[config.mk]
export PLATFORM = sky130hd
export DESIGN_NAME = circular_list_position_ops
export DESIGN_NICKNAME = d
export VERILOG_FILES = /design/src/clpo_pkg.sv /design/src/clpo_store.sv /design/src/circular_list_position_ops.sv
export VERILOG_INCLUDE_DIRS = /design/src /design/src/src
export SDC_FILE = /design/constraint.sdc
export NUM_CORES = 2
export LEC_CHECK = 0
export BUFFER_PORTS_ARGS = -buffer_cell sky130_fd_sc_hd__buf_2
export CORE_MARGIN = 2
export CORE_UTILIZATION = 35
export DETAILED_ROUTE_END_ITERATION = 7
export GPL_TIMING_DRIVEN = 0
export SLEW_MARGIN = 20
export SYNTH_ARGS = -nofsm -noshare
export SYNTH_HDL_FRONTEND = slang
export SYNTH_HIERARCHICAL = 1
export SYNTH_SLANG_ARGS = --single-unit
[constraint.sdc]
create_clock -name aclk -period 8.7 [get_ports aclk]
set_input_delay 0.87 -clock aclk [delete_from_list [all_inputs] [get_ports aclk]]
set_output_delay 0.87 -clock aclk [all_outputs]
set_load 0.02 [all_outputs]
[src/circular_list_position_ops_assert.svh]
// Assertion macros shared by the list RTL.
// Both macros sample on aclk and are disabled while aresetn is low.
`ifndef CIRCULAR_LIST_POSITION_OPS_ASSERT_SVH
`define CIRCULAR_LIST_POSITION_OPS_ASSERT_SVH

// Same-cycle implication.
`define CLPO_ASSERT_NOW(label, ante, cons, msg) \
    label: assert property (@(posedge aclk) disable iff (!aresetn) (ante) |-> (cons)) \
        else $error(msg);

// Next-cycle implication.
`define CLPO_ASSERT_NEXT(label, ante, cons, msg) \
    label: assert property (@(posedge aclk) disable iff (!aresetn) (ante) |=> (cons)) \
        else $error(msg);

`endif

[src/clpo_pkg.sv]
// ---------------------------------------------------------------------------
// clpo_pkg
// Types, sizes and codes for the circular list position operations block.
// ---------------------------------------------------------------------------
`default_nettype none

package clpo_pkg;

    localparam int CAPACITY  = 64;
    localparam int IDX_W     = $clog2(CAPACITY);
    localparam int CNT_W     = $clog2(CAPACITY + 1);

    localparam int OP_W      = 3;
    localparam int VAL_W     = 32;
    localparam int POS_W     = 7;
    localparam int STAT_W    = 2;
    localparam int OUT_CNT_W = 7;

    // width for position/count compares, one bit of headroom for count + 1
    localparam int CMP_W = ((POS_W > CNT_W) ? POS_W : CNT_W) + 1;

    localparam logic [OP_W-1:0] OP_INS_FRONT = 3'd0;
    localparam logic [OP_W-1:0] OP_INS_BACK  = 3'd1;
    localparam logic [OP_W-1:0] OP_INS_POS   = 3'd2;
    localparam logic [OP_W-1:0] OP_DEL_FRONT = 3'd3;
    localparam logic [OP_W-1:0] OP_DEL_BACK  = 3'd4;
    localparam logic [OP_W-1:0] OP_DEL_POS   = 3'd5;

    localparam logic [STAT_W-1:0] ST_DONE   = 2'd0;
    localparam logic [STAT_W-1:0] ST_BADPOS = 2'd1;
    localparam logic [STAT_W-1:0] ST_FULL   = 2'd2;
    localparam logic [STAT_W-1:0] ST_EMPTY  = 2'd3;

    typedef struct packed {
        logic [OP_W-1:0]         op;
        logic signed [VAL_W-1:0] value;
        logic [POS_W-1:0]        position;
    } clpo_in_t;

    typedef struct packed {
        logic [STAT_W-1:0]       status;
        logic [OUT_CNT_W-1:0]    count;
        logic signed [VAL_W-1:0] removed_value;
    } clpo_out_t;

    // access request from the sequencer to the value and link stores
    typedef struct packed {
        logic             link_rd_en;
        logic [IDX_W-1:0] link_rd_addr;
        logic             link_wr_en;
        logic [IDX_W-1:0] link_wr_addr;
        logic [IDX_W-1:0] link_wr_data;
        logic             val_rd_en;
        logic [IDX_W-1:0] val_rd_addr;
        logic             val_wr_en;
        logic [IDX_W-1:0] val_wr_addr;
        logic [VAL_W-1:0] val_wr_data;
    } clpo_store_req_t;

endpackage

`default_nettype wire

[src/clpo_store.sv]
// ---------------------------------------------------------------------------
// clpo_store
// Value memory and link memory, one read and one write port each, registered
// read data. Link entries never written read as the next slot, modulo size.
// ---------------------------------------------------------------------------
`default_nettype none

module clpo_store (
    input  wire logic                    aclk,
    input  wire logic                    aresetn,
    input  wire clpo_pkg::clpo_store_req_t req,
    output logic [clpo_pkg::IDX_W-1:0]   link_rdata,
    output logic [clpo_pkg::VAL_W-1:0]   val_rdata
);
    import clpo_pkg::*;

    logic [VAL_W-1:0]    val_mem  [CAPACITY];
    logic [IDX_W-1:0]    link_mem [CAPACITY];
    logic [CAPACITY-1:0] link_vld_reg;
    logic [IDX_W-1:0]    link_rdata_reg;
    logic [VAL_W-1:0]    val_rdata_reg;
    logic [IDX_W-1:0]    succ_addr;

    assign succ_addr = (req.link_rd_addr == IDX_W'(CAPACITY - 1)) ? '0
                                                                   : req.link_rd_addr + 1'b1;

    always_ff @(posedge aclk) begin
        if (req.val_wr_en) begin
            val_mem[req.val_wr_addr] <= req.val_wr_data;
        end
        if (req.val_rd_en) begin
            val_rdata_reg <= val_mem[req.val_rd_addr];
        end
    end

    always_ff @(posedge aclk) begin
        if (req.link_wr_en) begin
            link_mem[req.link_wr_addr] <= req.link_wr_data;
        end
        if (req.link_rd_en) begin
            link_rdata_reg <= link_vld_reg[req.link_rd_addr] ? link_mem[req.link_rd_addr]
                                                             : succ_addr;
        end
    end

    always_ff @(posedge aclk) begin
        if (!aresetn) begin
            link_vld_reg <= '0;
        end else if (req.link_wr_en) begin
            link_vld_reg[req.link_wr_addr] <= 1'b1;
        end
    end

    assign link_rdata = link_rdata_reg;
    assign val_rdata  = val_rdata_reg;

endmodule

`default_nettype wire

[src/circular_list_position_ops.sv]
// ---------------------------------------------------------------------------
// circular_list_position_ops
// Bounded list of signed values kept as a linked chain with a free chain.
// ---------------------------------------------------------------------------
// Input words (s_data: op, value, position) enter on s_valid/s_ready; one
// result word (m_data: status, count, removed_value) leaves on
// m_valid/m_ready for every input word. One request is worked at a time:
// s_ready is high only while the sequencer is idle.
// States from accept to S_EMIT, which loads the output register once it is free:
//   rejected request (full, empty, bad position, unused op): straight to S_EMIT
//   insert front/back, delete front:  S_INS_FRONT, S_INS_BACK or S_DEL_FRONT
//   positional insert:  S_WALK (walk from head, one link read a cycle), S_MI_LINK, S_MI_SPLICE
//   positional delete:  S_WALK, S_MD_UNLINK, S_MD_FREE
//   delete back:        S_WALK up to the entry before the tail
// The walk is bound by the link memory read port, used once per step.
// The result sits in an output register; if the receiver stalls, the
// finished request waits there and the next word is not taken until the
// previous result has moved out of the sequencer.
// Reset empties the list and rebuilds the free chain at once through valid
// bits on the link memory; no clearing pass is needed.
// ---------------------------------------------------------------------------
`default_nettype none

`include "circular_list_position_ops_assert.svh"

module circular_list_position_ops (
    input  wire logic               aclk,
    input  wire logic               aresetn,
    input  wire logic               s_valid,
    output logic                    s_ready,
    input  wire clpo_pkg::clpo_in_t s_data,
    output logic                    m_valid,
    input  wire logic               m_ready,
    output clpo_pkg::clpo_out_t     m_data
);
    import clpo_pkg::*;

    localparam logic [3:0] S_IDLE      = 4'd0;
    localparam logic [3:0] S_INS_FRONT = 4'd1;
    localparam logic [3:0] S_INS_BACK  = 4'd2;
    localparam logic [3:0] S_DEL_FRONT = 4'd3;
    localparam logic [3:0] S_WALK      = 4'd4;
    localparam logic [3:0] S_MI_LINK   = 4'd5;
    localparam logic [3:0] S_MI_SPLICE = 4'd6;
    localparam logic [3:0] S_MD_UNLINK = 4'd7;
    localparam logic [3:0] S_MD_FREE   = 4'd8;
    localparam logic [3:0] S_EMIT      = 4'd9;

    localparam logic [1:0] WK_MID_INS  = 2'd0;
    localparam logic [1:0] WK_MID_DEL  = 2'd1;
    localparam logic [1:0] WK_DEL_BACK = 2'd2;

    logic [3:0]        state_reg,   state_next;
    logic [1:0]        kind_reg,    kind_next;
    logic [IDX_W-1:0]  head_reg,    head_next;
    logic [IDX_W-1:0]  tail_reg,    tail_next;
    logic [IDX_W-1:0]  free_reg,    free_next;
    logic [CNT_W-1:0]  count_reg,   count_next;
    logic [CNT_W-1:0]  steps_reg,   steps_next;
    logic [IDX_W-1:0]  cur_reg,     cur_next;
    logic [IDX_W-1:0]  nxt_reg,     nxt_next;
    logic [IDX_W-1:0]  slot_reg,    slot_next;
    logic [VAL_W-1:0]  val_reg,     val_next;
    logic [STAT_W-1:0] status_reg,  status_next;
    logic [VAL_W-1:0]  removed_reg, removed_next;
    logic              m_valid_reg, m_valid_next;
    clpo_out_t         m_data_reg,  m_data_next;

    clpo_store_req_t   req;
    logic [IDX_W-1:0]  link_rdata;
    logic [VAL_W-1:0]  val_rdata;

    clpo_store u_store (
        .aclk       (aclk),
        .aresetn    (aresetn),
        .req        (req),
        .link_rdata (link_rdata),
        .val_rdata  (val_rdata)
    );

    assign s_ready = (state_reg == S_IDLE);
    assign m_valid = m_valid_reg;
    assign m_data  = m_data_reg;

    always_comb begin
        logic [CMP_W-1:0] pos_w;
        logic [CMP_W-1:0] cnt_w;
        logic [CMP_W-1:0] cnt_p1;
        logic             is_ins;
        logic             is_del;
        logic             at_front;
        logic             at_back;

        pos_w    = CMP_W'(s_data.position);
        cnt_w    = CMP_W'(count_reg);
        cnt_p1   = cnt_w + CMP_W'(1);
        is_ins   = (s_data.op <= OP_INS_POS);
        is_del   = (s_data.op >= OP_DEL_FRONT) && (s_data.op <= OP_DEL_POS);
        at_front = (s_data.op == OP_DEL_FRONT) ||
                   ((s_data.op == OP_DEL_POS) && (pos_w == CMP_W'(1)));
        at_back  = (s_data.op == OP_DEL_BACK) ||
                   ((s_data.op == OP_DEL_POS) && (pos_w == cnt_w));

        state_next   = state_reg;
        kind_next    = kind_reg;
        head_next    = head_reg;
        tail_next    = tail_reg;
        free_next    = free_reg;
        count_next   = count_reg;
        steps_next   = steps_reg;
        cur_next     = cur_reg;
        nxt_next     = nxt_reg;
        slot_next    = slot_reg;
        val_next     = val_reg;
        status_next  = status_reg;
        removed_next = removed_reg;
        m_valid_next = m_valid_reg && !m_ready;
        m_data_next  = m_data_reg;
        req          = '0;

        unique case (state_reg)
            S_IDLE: begin
                if (s_valid) begin
                    val_next         = s_data.value;
                    status_next      = ST_DONE;
                    removed_next     = '0;
                    cur_next         = head_reg;
                    req.link_rd_en   = 1'b1;
                    req.link_rd_addr = is_ins ? free_reg : head_reg;
                    req.val_rd_en    = 1'b1;
                    req.val_rd_addr  = (at_back && !at_front) ? tail_reg : head_reg;
                    state_next       = S_EMIT;
                    priority if (is_ins) begin
                        priority if (count_reg == CNT_W'(CAPACITY)) begin
                            status_next = ST_FULL;
                        end else if ((s_data.op == OP_INS_FRONT) ||
                                     ((s_data.op == OP_INS_POS) &&
                                      (pos_w == CMP_W'(1)))) begin
                            state_next = S_INS_FRONT;
                        end else if ((s_data.op == OP_INS_BACK) ||
                                     ((s_data.op == OP_INS_POS) && (pos_w == cnt_p1))) begin
                            state_next = S_INS_BACK;
                        end else if ((pos_w != '0) && (pos_w <= cnt_w)) begin
                            kind_next        = WK_MID_INS;
                            steps_next       = CNT_W'(pos_w - CMP_W'(2));
                            // the walk starts from the head link
                            req.link_rd_addr = head_reg;
                            state_next       = S_WALK;
                        end else begin
                            status_next = ST_BADPOS;
                        end
                    end else if (is_del) begin
                        priority if (count_reg == '0) begin
                            status_next = ST_EMPTY;
                        end else if (at_front ||
                                     (at_back && (count_reg == CNT_W'(1)))) begin
                            state_next = S_DEL_FRONT;
                        end else if (at_back) begin
                            kind_next  = WK_DEL_BACK;
                            steps_next = count_reg - CNT_W'(2);
                            state_next = S_WALK;
                        end else if ((pos_w > CMP_W'(1)) && (pos_w < cnt_w)) begin
                            kind_next  = WK_MID_DEL;
                            steps_next = CNT_W'(pos_w - CMP_W'(2));
                            state_next = S_WALK;
                        end else begin
                            status_next = ST_BADPOS;
                        end
                    end else begin
                        status_next = ST_BADPOS;
                    end
                end
            end

            S_INS_FRONT: begin
                req.val_wr_en    = 1'b1;
                req.val_wr_addr  = free_reg;
                req.val_wr_data  = val_reg;
                req.link_wr_en   = 1'b1;
                req.link_wr_addr = free_reg;
                req.link_wr_data = head_reg;
                head_next        = free_reg;
                if (count_reg == '0) begin
                    tail_next = free_reg;
                end
                free_next  = link_rdata;
                count_next = count_reg + 1'b1;
                state_next = S_EMIT;
            end

            S_INS_BACK: begin
                req.val_wr_en    = 1'b1;
                req.val_wr_addr  = free_reg;
                req.val_wr_data  = val_reg;
                req.link_wr_en   = (count_reg != '0);
                req.link_wr_addr = tail_reg;
                req.link_wr_data = free_reg;
                tail_next        = free_reg;
                if (count_reg == '0) begin
                    head_next = free_reg;
                end
                free_next  = link_rdata;
                count_next = count_reg + 1'b1;
                state_next = S_EMIT;
            end

            S_DEL_FRONT: begin
                removed_next     = val_rdata;
                head_next        = link_rdata;
                req.link_wr_en   = 1'b1;
                req.link_wr_addr = head_reg;
                req.link_wr_data = free_reg;
                free_next        = head_reg;
                count_next       = count_reg - 1'b1;
                state_next       = S_EMIT;
            end

            S_WALK: begin
                // link_rdata always holds the successor of cur_reg here
                if (steps_reg == '0) begin
                    unique case (kind_reg)
                        WK_MID_INS: begin
                            nxt_next         = link_rdata;
                            req.link_rd_en   = 1'b1;
                            req.link_rd_addr = free_reg;
                            state_next       = S_MI_LINK;
                        end
                        WK_MID_DEL: begin
                            nxt_next         = link_rdata;
                            req.link_rd_en   = 1'b1;
                            req.link_rd_addr = link_rdata;
                            req.val_rd_en    = 1'b1;
                            req.val_rd_addr  = link_rdata;
                            state_next       = S_MD_UNLINK;
                        end
                        default: begin
                            // delete back: tail value was read at accept
                            removed_next     = val_rdata;
                            req.link_wr_en   = 1'b1;
                            req.link_wr_addr = tail_reg;
                            req.link_wr_data = free_reg;
                            free_next        = tail_reg;
                            tail_next        = cur_reg;
                            count_next       = count_reg - 1'b1;
                            state_next       = S_EMIT;
                        end
                    endcase
                end else begin
                    cur_next         = link_rdata;
                    steps_next       = steps_reg - 1'b1;
                    req.link_rd_en   = 1'b1;
                    req.link_rd_addr = link_rdata;
                end
            end

            S_MI_LINK: begin
                slot_next        = free_reg;
                free_next        = link_rdata;
                req.val_wr_en    = 1'b1;
                req.val_wr_addr  = free_reg;
                req.val_wr_data  = val_reg;
                req.link_wr_en   = 1'b1;
                req.link_wr_addr = free_reg;
                req.link_wr_data = nxt_reg;
                state_next       = S_MI_SPLICE;
            end

            S_MI_SPLICE: begin
                req.link_wr_en   = 1'b1;
                req.link_wr_addr = cur_reg;
                req.link_wr_data = slot_reg;
                count_next       = count_reg + 1'b1;
                state_next       = S_EMIT;
            end

            S_MD_UNLINK: begin
                removed_next     = val_rdata;
                req.link_wr_en   = 1'b1;
                req.link_wr_addr = cur_reg;
                req.link_wr_data = link_rdata;
                state_next       = S_MD_FREE;
            end

            S_MD_FREE: begin
                req.link_wr_en   = 1'b1;
                req.link_wr_addr = nxt_reg;
                req.link_wr_data = free_reg;
                free_next        = nxt_reg;
                count_next       = count_reg - 1'b1;
                state_next       = S_EMIT;
            end

            S_EMIT: begin
                if (!m_valid_reg || m_ready) begin
                    m_data_next.status        = status_reg;
                    m_data_next.count         = OUT_CNT_W'(count_reg);
                    m_data_next.removed_value = removed_reg;
                    m_valid_next              = 1'b1;
                    state_next                = S_IDLE;
                end
            end

            default: begin
                state_next = S_IDLE;
            end
        endcase
    end

    always_ff @(posedge aclk) begin
        if (!aresetn) begin
            state_reg   <= S_IDLE;
            head_reg    <= '0;
            tail_reg    <= '0;
            free_reg    <= '0;
            count_reg   <= '0;
            m_valid_reg <= 1'b0;
        end else begin
            state_reg   <= state_next;
            head_reg    <= head_next;
            tail_reg    <= tail_next;
            free_reg    <= free_next;
            count_reg   <= count_next;
            m_valid_reg <= m_valid_next;
        end
    end

    always_ff @(posedge aclk) begin
        kind_reg    <= kind_next;
        steps_reg   <= steps_next;
        cur_reg     <= cur_next;
        nxt_reg     <= nxt_next;
        slot_reg    <= slot_next;
        val_reg     <= val_next;
        status_reg  <= status_next;
        removed_reg <= removed_next;
        m_data_reg  <= m_data_next;
    end

    `CLPO_ASSERT_NOW(a_count_bound, 1'b1, count_reg <= CNT_W'(CAPACITY), "count above capacity")
    `CLPO_ASSERT_NEXT(a_accept_busy, s_valid && s_ready, !s_ready, "sequencer idle after accept")
    `CLPO_ASSERT_NOW(a_full_count, m_valid && (m_data.status == ST_FULL), m_data.count == OUT_CNT_W'(CAPACITY), "full status with room left")
    `CLPO_ASSERT_NOW(a_empty_count, m_valid && (m_data.status == ST_EMPTY), m_data.count == '0, "empty status with items held")
    `CLPO_ASSERT_NOW(a_removed_zero, m_valid && (m_data.status != ST_DONE), m_data.removed_value == '0, "removed value on rejected word")

endmodule

`default_nettype wire

==> impl_metrics.py <==
metrics = {
    "outcome": {
        "status": "finished clean",
    },
    "worst_hold_path": {
        "hp-class": "input pin to flop",
    },
    "synthesis": {
        "ys_types": 78,
        "synth-async-reset-ratio_pct": 0,
        "synth-edff-count": 2604,
        "ys.flop_type": "edfxtp_1",
        "synth_cells": 4799,
        "synth_nets": 4863,
        "seq_area_frac_synth_pct": 76.3,
        "synth_area_per_cell_sq_um": 21.9,
        "synth-seq-cells": 2698,
        "synth-warning-count": 6,
        "syn_area_sq_um": 105000,
    },
    "detailed_routing": {
        "drt_iter0_drc": 7498,
        "drtAntennaViolNets": 0,
        "routedWlPerCell_um": 29.9,
        "routed_wl_um": 284000,
        "drc": 0,
        "post_drt_via_cell_ratio": 5.58,
        "first_pass_iters": 6,
        "vias": 53096,
    },
    "clock_network": {
        "clk_transition_reported_paths_ps": 60,
        "htree_levels": 5,
        "cts.repair.resized": 0,
        "cts-hold-fix-buffers": 0,
        "numClockSinks": 2698,
        "numCtsBuffers": 284,
        "clkLatencyLatePin_ps": 870,
        "cts_root_buf": "clkbuf_16",
        "clockBufferDepth": 4,
        "cts_tree": "done",
        "cts_setup_buffers": 0,
    },
    "sta": {
        "final_max_slew_viol_count": 0,
        "fin_worst_skew_ps": 104,
        "worstMarginPinSlew_ps": 1260,
        "rsz0062_at_grt": "false",
        "timing.fmax_ghz": 0.139,
        "whs_ps": 168,
        "slew_headroom_pct": 15.9,
        "finalHoldViolations": 0,
        "fin_setup_tns_ps": 0,
        "period_needed_ps": 7200,
        "setup-violations-final": 0,
        "min_period_over_period_pct": 82.7,
    },
    "floorplanning": {
        "die_y_um": 552,
        "fp.coreArea_sq_um": 299000,
        "dieArea_sq_um": 304000,
        "dieWidth_um": 552,
        "start_util_pct": 35.1,
        "rows": 201,
        "io_pins": 89,
    },
    "global_routing": {
        "grt_max_degree": 65,
        "overflow": 0,
        "grt_pass1_vias": 52788,
        "grt_pass1_wl_um": 400000,
        "antenna_found_initial": 27,
        "grt_usage_pct": 18.4,
    },
    "final_layout": {
        "synthToLayoutAreaGrowth_pct": 17.5,
        "nFillCells": 25865,
        "largest_reg_flops": 2048,
        "final_area_sq_um": 123000,
        "drive_gt1_share_pct": 29.4,
        "final_util_pct": 41.2,
        "nets": 5402,
    },
    "setup_path": {
        "start_kind": "flop",
        "worstPathArrival_ps": 7770,
        "endpoint": "u_store/val_rdata[28]",
        "ff2ff_path_depth": 18,
        "worstPathRequired_ps": 9280,
        "crit_fanout": 10,
        "crit_start": "steps_reg[0]",
        "rr_endpoint": "u_store/val_rdata[28]",
        "endpoint_kind": "flop",
        "worstSetupPathType": "flop to flop",
        "r2r_slack_ps": 1500,
        "r2r-start": "steps_reg[0]",
    },
    "placed_design": {
        "numPortBuffers": 87,
        "place_hpwl_um": 193000,
        "place_area_sq_um": 115000,
        "gp_congestion": 0.912,
    },
    "power": {
        "p_leak_nw": 37.7,
        "irDropWorstVdd_v": 0.000193,
        "total_power_w": 0.0338,
        "p_per_area_nw_per_um2": 274,
    },
    "job": {
        "max_cap_viol_count": 0,
    },
}
metrics by stage:
step,cells,setup slack [ps]
5_1_grt,9510,1390
3_5_place_dp,9009,1330
2_1_floorplan,4799,2940
4_1_cts,9508,1310
3_3_place_gp,8844,-907
6_report,9516,1500
how the worst min path moves through the flow:
| stage | slack [ps] | end | startpoint | cells after the start |
|---|---|---|---|---|
| after floorplan | 400 | m_data[0] | removed_reg[0] | 0 |
| after global placement | 400 | m_data[3] | removed_reg[3] | 0 |
| after detailed placement | 400 | m_data[39] | status_reg[0] | 0 |
| after CTS | 110 | val_reg[14] | s_data[21] | 1 |
| after global routing | 130 | val_reg[20] | s_data[27] | 1 |
| final | 170 | val_reg[6] | s_data[13] | 1 |
power breakdown:
group | switching [W] | internal [W]
logic | 0.00428 | 0.00213
clock network | 0.00490 | 0.00662
registers | 0.000207 | 0.0156
worst max-delay path: stages, from the launching register on:
cell	delay, ps
edfxtp_1	420
inv_1	80
ha_1	170
or3b_1	340
buf_2	160
or3_1	330
buf_2	180
nor3_2	640
and2_1	220
clkbuf_1	270
nand2_1	80
o21ai_0	130
buf_2	490
clkbuf_1	880
clkbuf_1	890
mux4_2	430
mux4_2	500
a211oi_1	580
a21oi_1	130
per-layer routing:
| metal | track usage (%) | vias to the layer above | wire length [um] |
|---|---|---|---|
| li1 | - | 21331 | - |
| met3 | 3.47 | 462 | 26500 |
| met1 | 25.8 | 28653 | 115000 |
| met5 | 0 | - | 55 |
| met4 | 5.58 | 8 | 9170 |
| met2 | 29.3 | 2642 | 134000 |
cells in the final DEF (no fill, tap or decap), drive strengths merged, types with 38 or more instances in the layout:
cell,count
nor2,176
o21a,68
a21oi,60
and2,76
o22ai,38
mux2i,102
buf,386
nand2,110
dfxtp,94
mux4,744
inv,40
edfxtp,2604
clkinv,103
clkbuf,505
cells in the mapped netlist, types with 38 or more instances:
cell type | number | share of area (%)
nand2_1 | 110 | 0.39
mux2i_1 | 102 | 0.97
nor2_1 | 176 | 0.63
and2_1 | 76 | 0.45
buf_2 | 69 | 0.33
o22ai_1 | 38 | 0.23
dfxtp_1 | 94 | 1.8
buf_1 | 42 | 0.15
edfxtp_1 | 2604 | 74
a21oi_1 | 59 | 0.28
o21a_1 | 68 | 0.49
clkbuf_1 | 140 | 0.50
mux4_2 | 744 | 16
kinds of logic (layout without fill, tap and decap cells):
kind of cell    Yosys count  after routing  synth area share [%]
other cells               0              7                     0
compound gates          368            368                  2.50
xor+xnor                 28             28                 0.234
flops                  2698           2698                  76.3
fa+ha+maj                18             18                 0.214
mux                     863            863                  17.1
buf+inv                 303           1055                  1.28
simple gates            521            521                  2.41
area by class of cell:
cell class | instances | area (sq um) | area share, %
Antenna cell | 7 | 17.5 | 0.0142
Buffer | 277 | 1260 | 1.02
Clock buffer | 361 | 7510 | 6.09
Clock inverter | 138 | 1180 | 0.960
Inverter | 26 | 97.6 | 0.0791
Multi-Input combinational cell | 1798 | 24200 | 19.6
Sequential cell | 2698 | 80100 | 64.9
Tap cell | 3958 | 4950 | 4.01
Timing Repair Buffer | 253 | 4070 | 3.30
No activity file was read; power rests on OpenSTA's default activity.
